<file path="config.mk">
export PLATFORM = sky130hd
export DESIGN_NAME = circular_deque_flat
export DESIGN_NICKNAME = d
export VERILOG_FILES = /design/src/rtl/core/cdq_pkg.sv /design/src/rtl/core/cdq_if.sv /design/src/rtl/core/cdq_ctl.sv /design/src/rtl/core/cdq_dp.sv /design/src/rtl/core/circular_deque.sv /design/src/flat_wrapper.sv
export SDC_FILE = /design/constraint.sdc
export NUM_CORES = 1
export LEC_CHECK = 0
export ABC_AREA = 0
export BUFFER_PORTS_ARGS = -buffer_cell sky130_fd_sc_hd__buf_2
export CAP_MARGIN = 5
export CORE_UTILIZATION = 55
export DETAILED_ROUTE_END_ITERATION = 8
export PLACE_DENSITY = 0.77
export SYNTH_ARGS = -nofsm -noshare
export SYNTH_HDL_FRONTEND = slang
export SYNTH_SLANG_ARGS = --single-unit
</file>
<file path="constraint.sdc">
create_clock -name clk -period 7.9 [get_ports clk]
set_input_delay 1.185 -clock clk [delete_from_list [all_inputs] [get_ports clk]]
set_output_delay 1.185 -clock clk [all_outputs]
set_load 0.01 [all_outputs]
</file>
<file path="src/rtl/core/cdq_pkg.sv">
// cdq_pkg: shared types and constants of the circular deque
// operation and status codes, ring geometry, controller state and command word
// no dependencies
package cdq_pkg;

    localparam int DEPTH  = 8;
    localparam int IDX_W  = (DEPTH > 1) ? $clog2(DEPTH) : 1;
    localparam int WORD_W = 32;

    localparam logic [1:0] OP_PUSH_BACK  = 2'd0;
    localparam logic [1:0] OP_PUSH_FRONT = 2'd1;
    localparam logic [1:0] OP_POP_FRONT  = 2'd2;
    localparam logic [1:0] OP_POP_BACK   = 2'd3;

    localparam logic [1:0] ST_DONE      = 2'd0;
    localparam logic [1:0] ST_FULL_DROP = 2'd1;
    localparam logic [1:0] ST_EMPTY_POP = 2'd2;

    localparam logic signed [WORD_W-1:0] VALUE_EMPTY = -32'sd1;
    localparam logic signed [WORD_W-1:0] VALUE_PUSH  = 32'sd0;

    localparam logic [IDX_W-1:0] IDX_LAST = IDX_W'(DEPTH - 1);

    typedef logic [IDX_W-1:0] idx_t;

    typedef enum logic {
        CTL_IDLE,
        CTL_LOAD
    } ctl_state_t;

    // commands from the controller to the datapath
    typedef struct packed {
        logic take;  // word accepted this cycle
        logic load;  // move pending result into the output register
    } cdq_cmd_t;

    function automatic idx_t next_slot(input idx_t i);
        next_slot = (i == IDX_LAST) ? '0 : i + idx_t'(1);
    endfunction

    function automatic idx_t prev_slot(input idx_t i);
        prev_slot = (i == '0) ? IDX_LAST : i - idx_t'(1);
    endfunction

endpackage

</file>
<file path="src/rtl/core/cdq_if.sv">
// cdq_req_if and cdq_rsp_if: valid/ready channels of the circular deque
// depends on cdq_pkg for word width
interface cdq_req_if;
    logic                                       valid;
    logic                                       ready;
    logic [1:0]                                 op;
    logic signed [cdq_pkg::WORD_W-1:0]          data_in;

    modport source (output valid, output op, output data_in, input ready);
    modport sink (input valid, input op, input data_in, output ready);
endinterface

interface cdq_rsp_if;
    logic                                       valid;
    logic                                       ready;
    logic signed [cdq_pkg::WORD_W-1:0]          value_out;
    logic [1:0]                                 status;
    logic                                       now_empty;
    logic                                       now_full;

    modport source (output valid, output value_out, output status, output now_empty,
                    output now_full, input ready);
    modport sink (input valid, input value_out, input status, input now_empty,
                  input now_full, output ready);
endinterface

</file>
<file path="src/rtl/core/cdq_ctl.sv">
// cdq_ctl: handshake controller of the circular deque
// sequences accept, ring access and output load; depends on cdq_pkg
module cdq_ctl (
    input  logic              clk,
    input  logic              rst_n,
    input  logic              req_valid,
    output logic              req_ready,
    output logic              rsp_valid,
    input  logic              rsp_ready,
    output cdq_pkg::cdq_cmd_t cmd
);
    import cdq_pkg::*;

    ctl_state_t state_reg;
    ctl_state_t state_next;
    logic       rsp_valid_reg;
    logic       rsp_valid_next;

    always_ff @(posedge clk or negedge rst_n)
    begin
        if (!rst_n)
        begin
            state_reg     <= CTL_IDLE;
            rsp_valid_reg <= 1'b0;
        end
        else
        begin
            state_reg     <= state_next;
            rsp_valid_reg <= rsp_valid_next;
        end
    end

    always_comb
    begin
        state_next = state_reg;
        req_ready  = 1'b0;
        cmd        = '0;
        case (state_reg)
            CTL_IDLE:
            begin
                req_ready = 1'b1;
                if (req_valid)
                begin
                    cmd.take   = 1'b1;
                    state_next = CTL_LOAD;
                end
            end
            CTL_LOAD:
            begin
                // output register free or being emptied this cycle
                if (!rsp_valid_reg || rsp_ready)
                begin
                    cmd.load   = 1'b1;
                    state_next = CTL_IDLE;
                end
            end
            default:
            begin
                state_next = CTL_IDLE;
            end
        endcase
        rsp_valid_next = cmd.load | (rsp_valid_reg & ~rsp_ready);
    end

    assign rsp_valid = rsp_valid_reg;

endmodule

</file>
<file path="src/rtl/core/cdq_dp.sv">
// cdq_dp: datapath of the circular deque
// ring memory, head/tail indices, pending result and output register; depends on cdq_pkg
module cdq_dp (
    input  logic                              clk,
    input  logic                              rst_n,
    input  cdq_pkg::cdq_cmd_t                 cmd,
    input  logic [1:0]                        op,
    input  logic signed [cdq_pkg::WORD_W-1:0] data_in,
    output logic signed [cdq_pkg::WORD_W-1:0] value_out,
    output logic [1:0]                        status,
    output logic                              now_empty,
    output logic                              now_full
);
    import cdq_pkg::*;

    logic signed [WORD_W-1:0] ring_mem [DEPTH];

    idx_t head_reg, head_next;
    idx_t tail_reg, tail_next;
    logic holds_reg, holds_next;

    logic signed [WORD_W-1:0] rd_data_reg;
    logic signed [WORD_W-1:0] pend_value_reg, pend_value_next;
    logic [1:0]               pend_status_reg, pend_status_next;
    logic                     pend_rd_reg, pend_rd_next;
    logic                     pend_empty_reg, pend_empty_next;
    logic                     pend_full_reg, pend_full_next;

    logic signed [WORD_W-1:0] value_out_reg;
    logic [1:0]               status_reg;
    logic                     now_empty_reg;
    logic                     now_full_reg;

    logic is_full;
    logic wr_en;
    idx_t wr_addr;
    logic rd_en;
    idx_t rd_addr;

    always_comb
    begin
        is_full          = holds_reg && (next_slot(tail_reg) == head_reg);
        head_next        = head_reg;
        tail_next        = tail_reg;
        holds_next       = holds_reg;
        wr_en            = 1'b0;
        wr_addr          = '0;
        rd_en            = 1'b0;
        rd_addr          = head_reg;
        pend_value_next  = VALUE_PUSH;
        pend_status_next = ST_DONE;
        pend_rd_next     = 1'b0;
        if (!op[1])
        begin
            if (is_full)
            begin
                pend_status_next = ST_FULL_DROP;
            end
            else if (!holds_reg)
            begin
                // first word always lands in slot zero
                head_next  = '0;
                tail_next  = '0;
                holds_next = 1'b1;
                wr_en      = 1'b1;
                wr_addr    = '0;
            end
            else if (op == OP_PUSH_BACK)
            begin
                tail_next = next_slot(tail_reg);
                wr_en     = 1'b1;
                wr_addr   = tail_next;
            end
            else
            begin
                head_next = prev_slot(head_reg);
                wr_en     = 1'b1;
                wr_addr   = head_next;
            end
        end
        else
        begin
            if (!holds_reg)
            begin
                pend_status_next = ST_EMPTY_POP;
                pend_value_next  = VALUE_EMPTY;
            end
            else
            begin
                rd_en        = 1'b1;
                rd_addr      = (op == OP_POP_FRONT) ? head_reg : tail_reg;
                pend_rd_next = 1'b1;
                if (head_reg == tail_reg)
                begin
                    holds_next = 1'b0;
                    head_next  = '0;
                    tail_next  = '0;
                end
                else if (op == OP_POP_FRONT)
                begin
                    head_next = next_slot(head_reg);
                end
                else
                begin
                    tail_next = prev_slot(tail_reg);
                end
            end
        end
        pend_empty_next = !holds_next;
        pend_full_next  = holds_next && (next_slot(tail_next) == head_next);
    end

    always_ff @(posedge clk or negedge rst_n)
    begin
        if (!rst_n)
        begin
            head_reg  <= '0;
            tail_reg  <= '0;
            holds_reg <= 1'b0;
        end
        else if (cmd.take)
        begin
            head_reg  <= head_next;
            tail_reg  <= tail_next;
            holds_reg <= holds_next;
        end
    end

    always_ff @(posedge clk)
    begin
        if (cmd.take && wr_en)
        begin
            ring_mem[wr_addr] <= data_in;
        end
        if (cmd.take && rd_en)
        begin
            rd_data_reg <= ring_mem[rd_addr];
        end
    end

    always_ff @(posedge clk)
    begin
        if (cmd.take)
        begin
            pend_value_reg  <= pend_value_next;
            pend_status_reg <= pend_status_next;
            pend_rd_reg     <= pend_rd_next;
            pend_empty_reg  <= pend_empty_next;
            pend_full_reg   <= pend_full_next;
        end
        if (cmd.load)
        begin
            value_out_reg <= pend_rd_reg ? rd_data_reg : pend_value_reg;
            status_reg    <= pend_status_reg;
            now_empty_reg <= pend_empty_reg;
            now_full_reg  <= pend_full_reg;
        end
    end

    assign value_out = value_out_reg;
    assign status    = status_reg;
    assign now_empty = now_empty_reg;
    assign now_full  = now_full_reg;

endmodule

</file>
<file path="src/rtl/core/circular_deque.sv">
// circular_deque: double-ended queue of signed 32-bit words in a ring memory
// top level; depends on cdq_pkg, cdq_if, cdq_ctl and cdq_dp
//
// usage:
//   req carries one operation per word: op (push back, push front, pop front,
//   pop back) and data_in, the value to push. rsp returns one word per
//   operation: value_out (popped value, -1 on a pop from empty, 0 for pushes),
//   status (done, push dropped on full, pop on empty) and the empty and full
//   flags after the operation.
//   a word is taken when valid and ready are both high at a rising edge.
//   a taken request has its result held in the pending registers (and, for a
//   pop, in the ring read register); the output register loads it from there.
//   the ring memory has a registered read port, so each operation makes its
//   ring access and then moves its result into the output register; a new
//   request is taken only once the previous result has been loaded.
//   while a result waits on rsp, one more request is still taken and its
//   result held in a pending register; req.ready then stays low until the
//   output register frees up.
//   reset (rst_n low) empties the deque; the ring contents are not cleared
//   and need no clearing pass, since only pushed slots are ever read.
module circular_deque (
    input  logic      clk,
    input  logic      rst_n,
    cdq_req_if.sink   req,
    cdq_rsp_if.source rsp
);
    import cdq_pkg::*;

    cdq_cmd_t cmd;

    cdq_ctl u_ctl (
        .clk       (clk),
        .rst_n     (rst_n),
        .req_valid (req.valid),
        .req_ready (req.ready),
        .rsp_valid (rsp.valid),
        .rsp_ready (rsp.ready),
        .cmd       (cmd)
    );

    cdq_dp u_dp (
        .clk       (clk),
        .rst_n     (rst_n),
        .cmd       (cmd),
        .op        (req.op),
        .data_in   (req.data_in),
        .value_out (rsp.value_out),
        .status    (rsp.status),
        .now_empty (rsp.now_empty),
        .now_full  (rsp.now_full)
    );

`ifndef ASSERT_OFF
    // one operation in flight: no new request right after one is taken
    assert property (@(posedge clk) disable iff (!rst_n)
        (req.valid && req.ready) |=> !req.ready)
        else $error("request taken while previous one still pending");

    // a stalled result is never overwritten
    assert property (@(posedge clk) disable iff (!rst_n)
        cmd.load |-> !(rsp.valid && !rsp.ready))
        else $error("output register loaded while result stalled");

    assert property (@(posedge clk) disable iff (!rst_n)
        (rsp.valid && rsp.status == ST_FULL_DROP) |-> (rsp.now_full && !rsp.now_empty))
        else $error("dropped push reported with deque not full");

    assert property (@(posedge clk) disable iff (!rst_n)
        (rsp.valid && rsp.status == ST_EMPTY_POP)
            |-> (rsp.now_empty && rsp.value_out == VALUE_EMPTY))
        else $error("empty pop result inconsistent");
`endif

endmodule

</file>
<file path="src/flat_wrapper.sv">
// flat-port wrapper written by rule: the top's interface ports become plain ports
module circular_deque_flat import cdq_pkg::*;
  (clk, rst_n, req_valid, req_op, req_data_in, req_ready, rsp_valid, rsp_value_out, rsp_status, rsp_now_empty, rsp_now_full, rsp_ready);
  cdq_req_if req_i ();
  cdq_rsp_if rsp_i ();
  input  logic clk;
  input  logic rst_n;
  input wire logic [$bits(req_i.valid)-1:0] req_valid;
  input wire logic [$bits(req_i.op)-1:0] req_op;
  input wire logic [$bits(req_i.data_in)-1:0] req_data_in;
  output wire logic [$bits(req_i.ready)-1:0] req_ready;
  output wire logic [$bits(rsp_i.valid)-1:0] rsp_valid;
  output wire logic [$bits(rsp_i.value_out)-1:0] rsp_value_out;
  output wire logic [$bits(rsp_i.status)-1:0] rsp_status;
  output wire logic [$bits(rsp_i.now_empty)-1:0] rsp_now_empty;
  output wire logic [$bits(rsp_i.now_full)-1:0] rsp_now_full;
  input wire logic [$bits(rsp_i.ready)-1:0] rsp_ready;
  assign req_i.valid = req_valid;
  assign req_i.op = req_op;
  assign req_i.data_in = req_data_in;
  assign req_ready = req_i.ready;
  assign rsp_valid = rsp_i.valid;
  assign rsp_value_out = rsp_i.value_out;
  assign rsp_status = rsp_i.status;
  assign rsp_now_empty = rsp_i.now_empty;
  assign rsp_now_full = rsp_i.now_full;
  assign rsp_i.ready = rsp_ready;
  circular_deque u_core (.clk(clk), .rst_n(rst_n), .req(req_i), .rsp(rsp_i));
endmodule
</file>
=== After elaboration in Yosys (flattened, before gate mapping) ===
Memories as Yosys holds them, arrays and structs flattened. A register that Yosys moved wholly into a read port is not among the register bits.
Index checks and enable logic that the tools add are counted.
W data, S select, Z words.

* Bits in registers: 82
* Latch bits: 0
* Bits in writable memories: 256
* Bits in read-only memories: 0
* Input bits: 38
* Output and inout bits: 38
* Memories: 1

{| class="wikitable"
|+ Memories
! memory !! depth !! width !! rd ports !! clocked after memory_dff !! write ports !! RTL line !! RTL
|-
| u_core.u_dp.ring_mem || 8 || 32 || 1 || 1 || 1 || cdq_dp.sv:16 || <nowiki>logic signed [WORD_W-1:0] ring_mem [DEPTH];</nowiki>
|}

* Add/subtract/negate cells: 5
* Multiply operators: 0
* Divide/modulo/power cells: 0
* Order comparisons: 0
* Equality and inequality tests: 7
* Shifts and indexed selects: 0
* Multiplexer cells: 48
* Bitwise operators: 4
* Reductions and logical operators: 10

{| class="wikitable"
|+ Operators with widths
! operator !! count
|-
| $mux W3 || 26
|-
| $mux W32 || 2
|-
| $mux W1 || 17
|-
| $add A3 B1 Y3 const B || 3
|-
| $eq A3 B3 Y1 || 3
|-
| $eq A3 B3 Y1 const B || 3
|-
| $logic_not A3 Y1 || 2
|-
| $sub A3 B1 Y3 const B || 2
|-
| $logic_and A1 B1 Y1 || 4
|-
| $mux W2 || 2
|-
| $eq A2 B2 Y1 const B || 1
|-
| $logic_not A1 Y1 || 2
|-
| $logic_not A2 Y1 || 1
|-
| $not A1 Y1 || 2
|-
| $pmux W1 S2 || 1
|-
| $and A1 B1 Y1 || 1
|-
| $logic_or A1 B1 Y1 || 1
|-
| $or A1 B1 Y1 || 1
|}

=== Longest topological paths before layout ===
* Depth in word-level cells: 10
* Depth in mapped cells: 13

=== By module ===
From an unflattened synthesis, not the netlist that was laid out.

* Cells, all modules: 690
* Area, all modules: 13,624.3 um2

{| class="wikitable"
|+ By module, submodules not included
! module !! instances !! cells an instance !! area an instance (um2)
|-
| cdq_dp || 1 || 682 || 13,530.5
|-
| cdq_ctl || 1 || 8 || 93.8
|}

=== Worst setup path after synthesis ===
OpenSTA, ideal clock, no wires.

* Path kind: input to register
* From: input req_op[0]
* To: memory u_core.u_dp.ring_mem[0][0] (enable)
* Setup time: 421 ps
* Arrival time: 3,596 ps
* Required time: 7,479 ps
* Path slack: 3,883 ps
* Cell stages on the path: 7
* Path buffers: 2
* Path through: buf_2 buf_2 or3_1 o211ai_1 and4_1 nand2_1 nor2_1

* Word-level cells in the longest chain between the ends: 5

{| class="wikitable"
|+ Ends and longest elaborated chain
! what !! RTL line !! RTL
|-
| start: declaration || flat_wrapper.sv:9 || <nowiki>input wire logic [$bits(req_i.op)-1:0] req_op;</nowiki>
|-
| $logic_not A2 Y1 || cdq_dp.sv:68 || <nowiki>else if (op == OP_PUSH_BACK)</nowiki>
|-
| $mux W3 || cdq_dp.sv:68 ||
|-
| $mux W3 || cdq_dp.sv:59 || <nowiki>else if (!holds_reg)</nowiki>
|-
| $mux W3 || cdq_dp.sv:55 || <nowiki>if (is_full)</nowiki>
|-
| $mux W3 || cdq_dp.sv:53 || <nowiki>if (!op[1])</nowiki>
|-
| end: declaration || cdq_dp.sv:16 ||
|}

No other way between the ends.

=== Final worst setup path ===
* From: input req_op[1]
* To: register u_core.u_dp.rd_data_reg[19] (read register of u_core.u_dp.ring_mem), data pin

* Word-level cells in the longest chain between the ends: 4
* Elaborated cells between the ends (all ways): 6
* Classes of those cells: eq/ne (1); mux (4); reduce/logical (1)

{| class="wikitable"
|+ Ends and longest elaborated chain
! what !! RTL line !! RTL
|-
| $eq A2 B2 Y1 || cdq_dp.sv:91 || <nowiki>rd_addr = (op == OP_POP_FRONT) ? head_reg : tail_reg;</nowiki>
|-
| $mux W3 || cdq_dp.sv:91 ||
|-
| $mux W3 || cdq_dp.sv:83 || <nowiki>if (!holds_reg)</nowiki>
|-
| $mux W3 || cdq_dp.sv:53 ||
|-
| end: declaration || cdq_dp.sv:22 || <nowiki>logic signed [WORD_W-1:0] rd_data_reg;</nowiki>
|}

Several ways; a longest one is shown, not always the timed one.
A chain may end at the register's enable or synchronous reset.

==> results.sh <==
export IMPL_antenna_found_initial=3
export IMPL_overflow=0
export IMPL_yosysWarningCount=0
export IMPL_fin_cells=1115
export IMPL_fmax_mhz=238
export IMPL_wirelength_um=25200
export IMPL_routed_wl_met2_um=12700
export IMPL_dp_cells=1054
export IMPL_insertion_delay_ns=0.51
export IMPL_slowest_stage="buf_4"
export IMPL_status="finished, final reports clean"
export IMPL_synth_top_area_cell="edfxtp_1"
export IMPL_cts_tree="done"
export IMPL_pre_cts_slack_ns=3.13
export IMPL_worstSetupEndpointType="flip-flop"
export IMPL_hp_start="u_core.u_dp.pend_empty_reg"
export IMPL_path_buf_inv=3
export IMPL_yosys_area_share_simple_pct=4.66
export IMPL_power_per_cell_area_nw_per_um2=336
export IMPL_clockBufferDepth=3
export IMPL_grt_pass1_wl_um=38000
export IMPL_startpoint="req_op[1]"
export IMPL_period_minus_slack_ns=4.20
export IMPL_post_route_cell_area_um2=15200
export IMPL_synth_adder_area_share_pct=0.940
export IMPL_critPathMaxFanout=50
export IMPL_avgSynthCellArea_um2=19.7
export IMPL_top_layer="met4"
export IMPL_critical_path_class="in2reg"
export IMPL_placed_cell_area_um2=14100
export IMPL_drive_gt1_share_pct=33.3
export IMPL_die_w_um=158
export IMPL_ys_ff_latch=338
export IMPL_dieHeight_um=158
export IMPL_clock_sinks=338
export IMPL_gp_routability_congestion=0.881
export IMPL_path_cells="buf_2 -> nand2_1 -> inv_2 -> nand2_2 -> mux2i_4 -> buf_4 -> mux4_2 -> mux2_2"
export IMPL_p_leak_nw=5.18
export IMPL_dieArea_um2=24800
export IMPL_drt_iter0_drc=491
export IMPL_rsz0062_at_grt="no"
export IMPL_synth_area_leaders="edfxtp_1 (74%), mux4_2 (11%), mux2_2 (2.9%)"
export IMPL_dr_pass1_iters=5
export IMPL_synthMuxAreaShare_pct=13.9
export IMPL_worstSetupStartpointType="input pin"
export IMPL_dp_hpwl_um=14100
export IMPL_portBuffers=75
export IMPL_largest_reg_flops=256
export IMPL_yosysUniqueCellTypes=60
export IMPL_hold_viol=0
export IMPL_finalPower_w=0.00511
export IMPL_grt_usage_pct=21.3
export IMPL_fin_crit_sh_pct=53.2
export IMPL_ctsHtreeMaxLevel=2
export IMPL_synth_compound_area_share_pct=2.32
export IMPL_fp_coreArea_um2=23600
export IMPL_grt_pass1_vias=6786
export IMPL_fin_worst_skew_ns=0.0233
export IMPL_slew_limit_headroom_pct=33.4
export IMPL_ctsResizeCount=0
export IMPL_max_stage_delay_ns=0.91
export IMPL_fin_ws_ns=3.70
export IMPL_cp_data_arrival_time_ns=4.43
export IMPL_syn_inst=677
export IMPL_yosys_area_share_xor_xnor_pct=0.583
export IMPL_cpLargestDelayFamily="multiplexers"
export IMPL_met3_length_um=1620
export IMPL_required_ns=8.13
export IMPL_ir_worst_vdd_v=0.000178
export IMPL_nNetsFinal=820
export IMPL_synthFlopType="edfxtp_1"
export IMPL_cts_buffers=35
export IMPL_vias_per_cell=5.88
export IMPL_vias=6561
export IMPL_synth_seq_area_share_pct=75.9
export IMPL_clockRootBuffer="clkbuf_16"
export IMPL_hold_buffers=0
export IMPL_start_util_pct=56.4
export IMPL_syn_to_final_growth_pct=14.1
export IMPL_setup_viol=0
export IMPL_drv_cap=0
export IMPL_mostFrequentLayoutCells="edfxtp_1 (329), nand2_1 (84), buf_2 (75)"
export IMPL_postSynthNetCount=725
export IMPL_fin_tns_setup_ns=0
export IMPL_synth_edf_count=329
export IMPL_tightest_slew_ns=1.00
export IMPL_pin_count=76
export IMPL_final_common_cell="edfxtp_1"
export IMPL_slew_viol_final=0
export IMPL_synth_top_family_by_area="multiplexers"
export IMPL_grt_start_max_net_pins=65
export IMPL_route_detailed_drc=0
export IMPL_post_cts_buffers=0
export IMPL_clkSlewWorstSetupHoldPaths_ns=0.06
export IMPL_worstHoldPathType="reg2reg"
export IMPL_async_flop_share_pct=2.66
export IMPL_n_fill_cell=1583
export IMPL_wl_per_cell_um=22.6
export IMPL_yosysTopAreaCellShare_pct=74.2
export IMPL_r2r_start="u_core.u_dp.holds_reg"
export IMPL_wl_met1_um=10100
export IMPL_drtAntennaViolNets=0
export IMPL_netlist_area_um2=13300
export IMPL_rows=56
==> final timing paths <==
path	to	slack [ns]	cells past startpoint
setup / recovery	u_core.u_dp.rd_data_reg[19]	3.70	8
hold / removal	u_core.u_dp.now_empty	0.42	0
setup reg to reg	u_core.u_dp.rd_data_reg[19]	3.82	7
hold reg to reg	u_core.u_dp.now_empty	0.42	0
max in group asynchronous	u_core.u_dp.head_reg[2]	7.16	1
min in group asynchronous	u_core.u_dp.tail_reg[1]	0.54	1
==> per-stage QoR <==
step | util (%) | hold slack (ns)
5_1_grt | 64.3 | 0.424
3_3_place_gp | 59.8 | 0.404
4_1_cts | 64.3 | 0.423
3_5_place_dp | 59.8 | 0.410
6_report | 64.3 | 0.421
2_1_floorplan | - | 0.400
==> cell usage after synthesis, drive strengths merged (3+ instances only) <==
cell type    n
xor2         3
clkbuf      10
buf         21
a21oi        9
edfxtp     329
mux2        34
o31ai        3
nand2       85
nand2b       4
nor3         3
xnor2        5
nor2        24
or2          4
nand3        5
mux2i        3
ha          10
dfrtp        9
inv          9
o21ai        9
mux4        64
==> final cells by class <==
cell class                      count  area, µm²  share of cell area, %
Antenna cell                        3       7.51                 0.0494
Clock buffer                       40        895                   5.89
Clock inverter                     18        169                   1.11
Inverter                           10       37.5                  0.247
Multi-Input combinational cell    298       3090                   20.4
Sequential cell                   338      10100                   66.5
Tap cell                          319        399                   2.63
Timing Repair Buffer               89        480                   3.16
==> power breakdown <==
part,switching [W],internal (W)
logic,0.000672,0.000634
registers,0.0000937,0.00217
clock network,0.000630,0.000909
==> logic make-up after synthesis <==
family / count (synthesis)
and+or+nand+nor: 137
xor gates and xnor gates: 8
DFF: 338
AOI/OAI and AO/OA: 42
buffers and inverters: 41
adders and majority gates: 10
muxes: 101
==> metal layers <==
| metal | vias up | global-route usage [%] |
|---|---|---|
| met1 | 3344 | 27.7 |
| met5 | - | 0 |
| li1 | 2888 | - |
| met3 | 58 | 4.63 |
| met2 | 271 | 35.0 |
| met4 | 0 | 8.78 |
No activity file was read; power rests on OpenSTA's default activity.
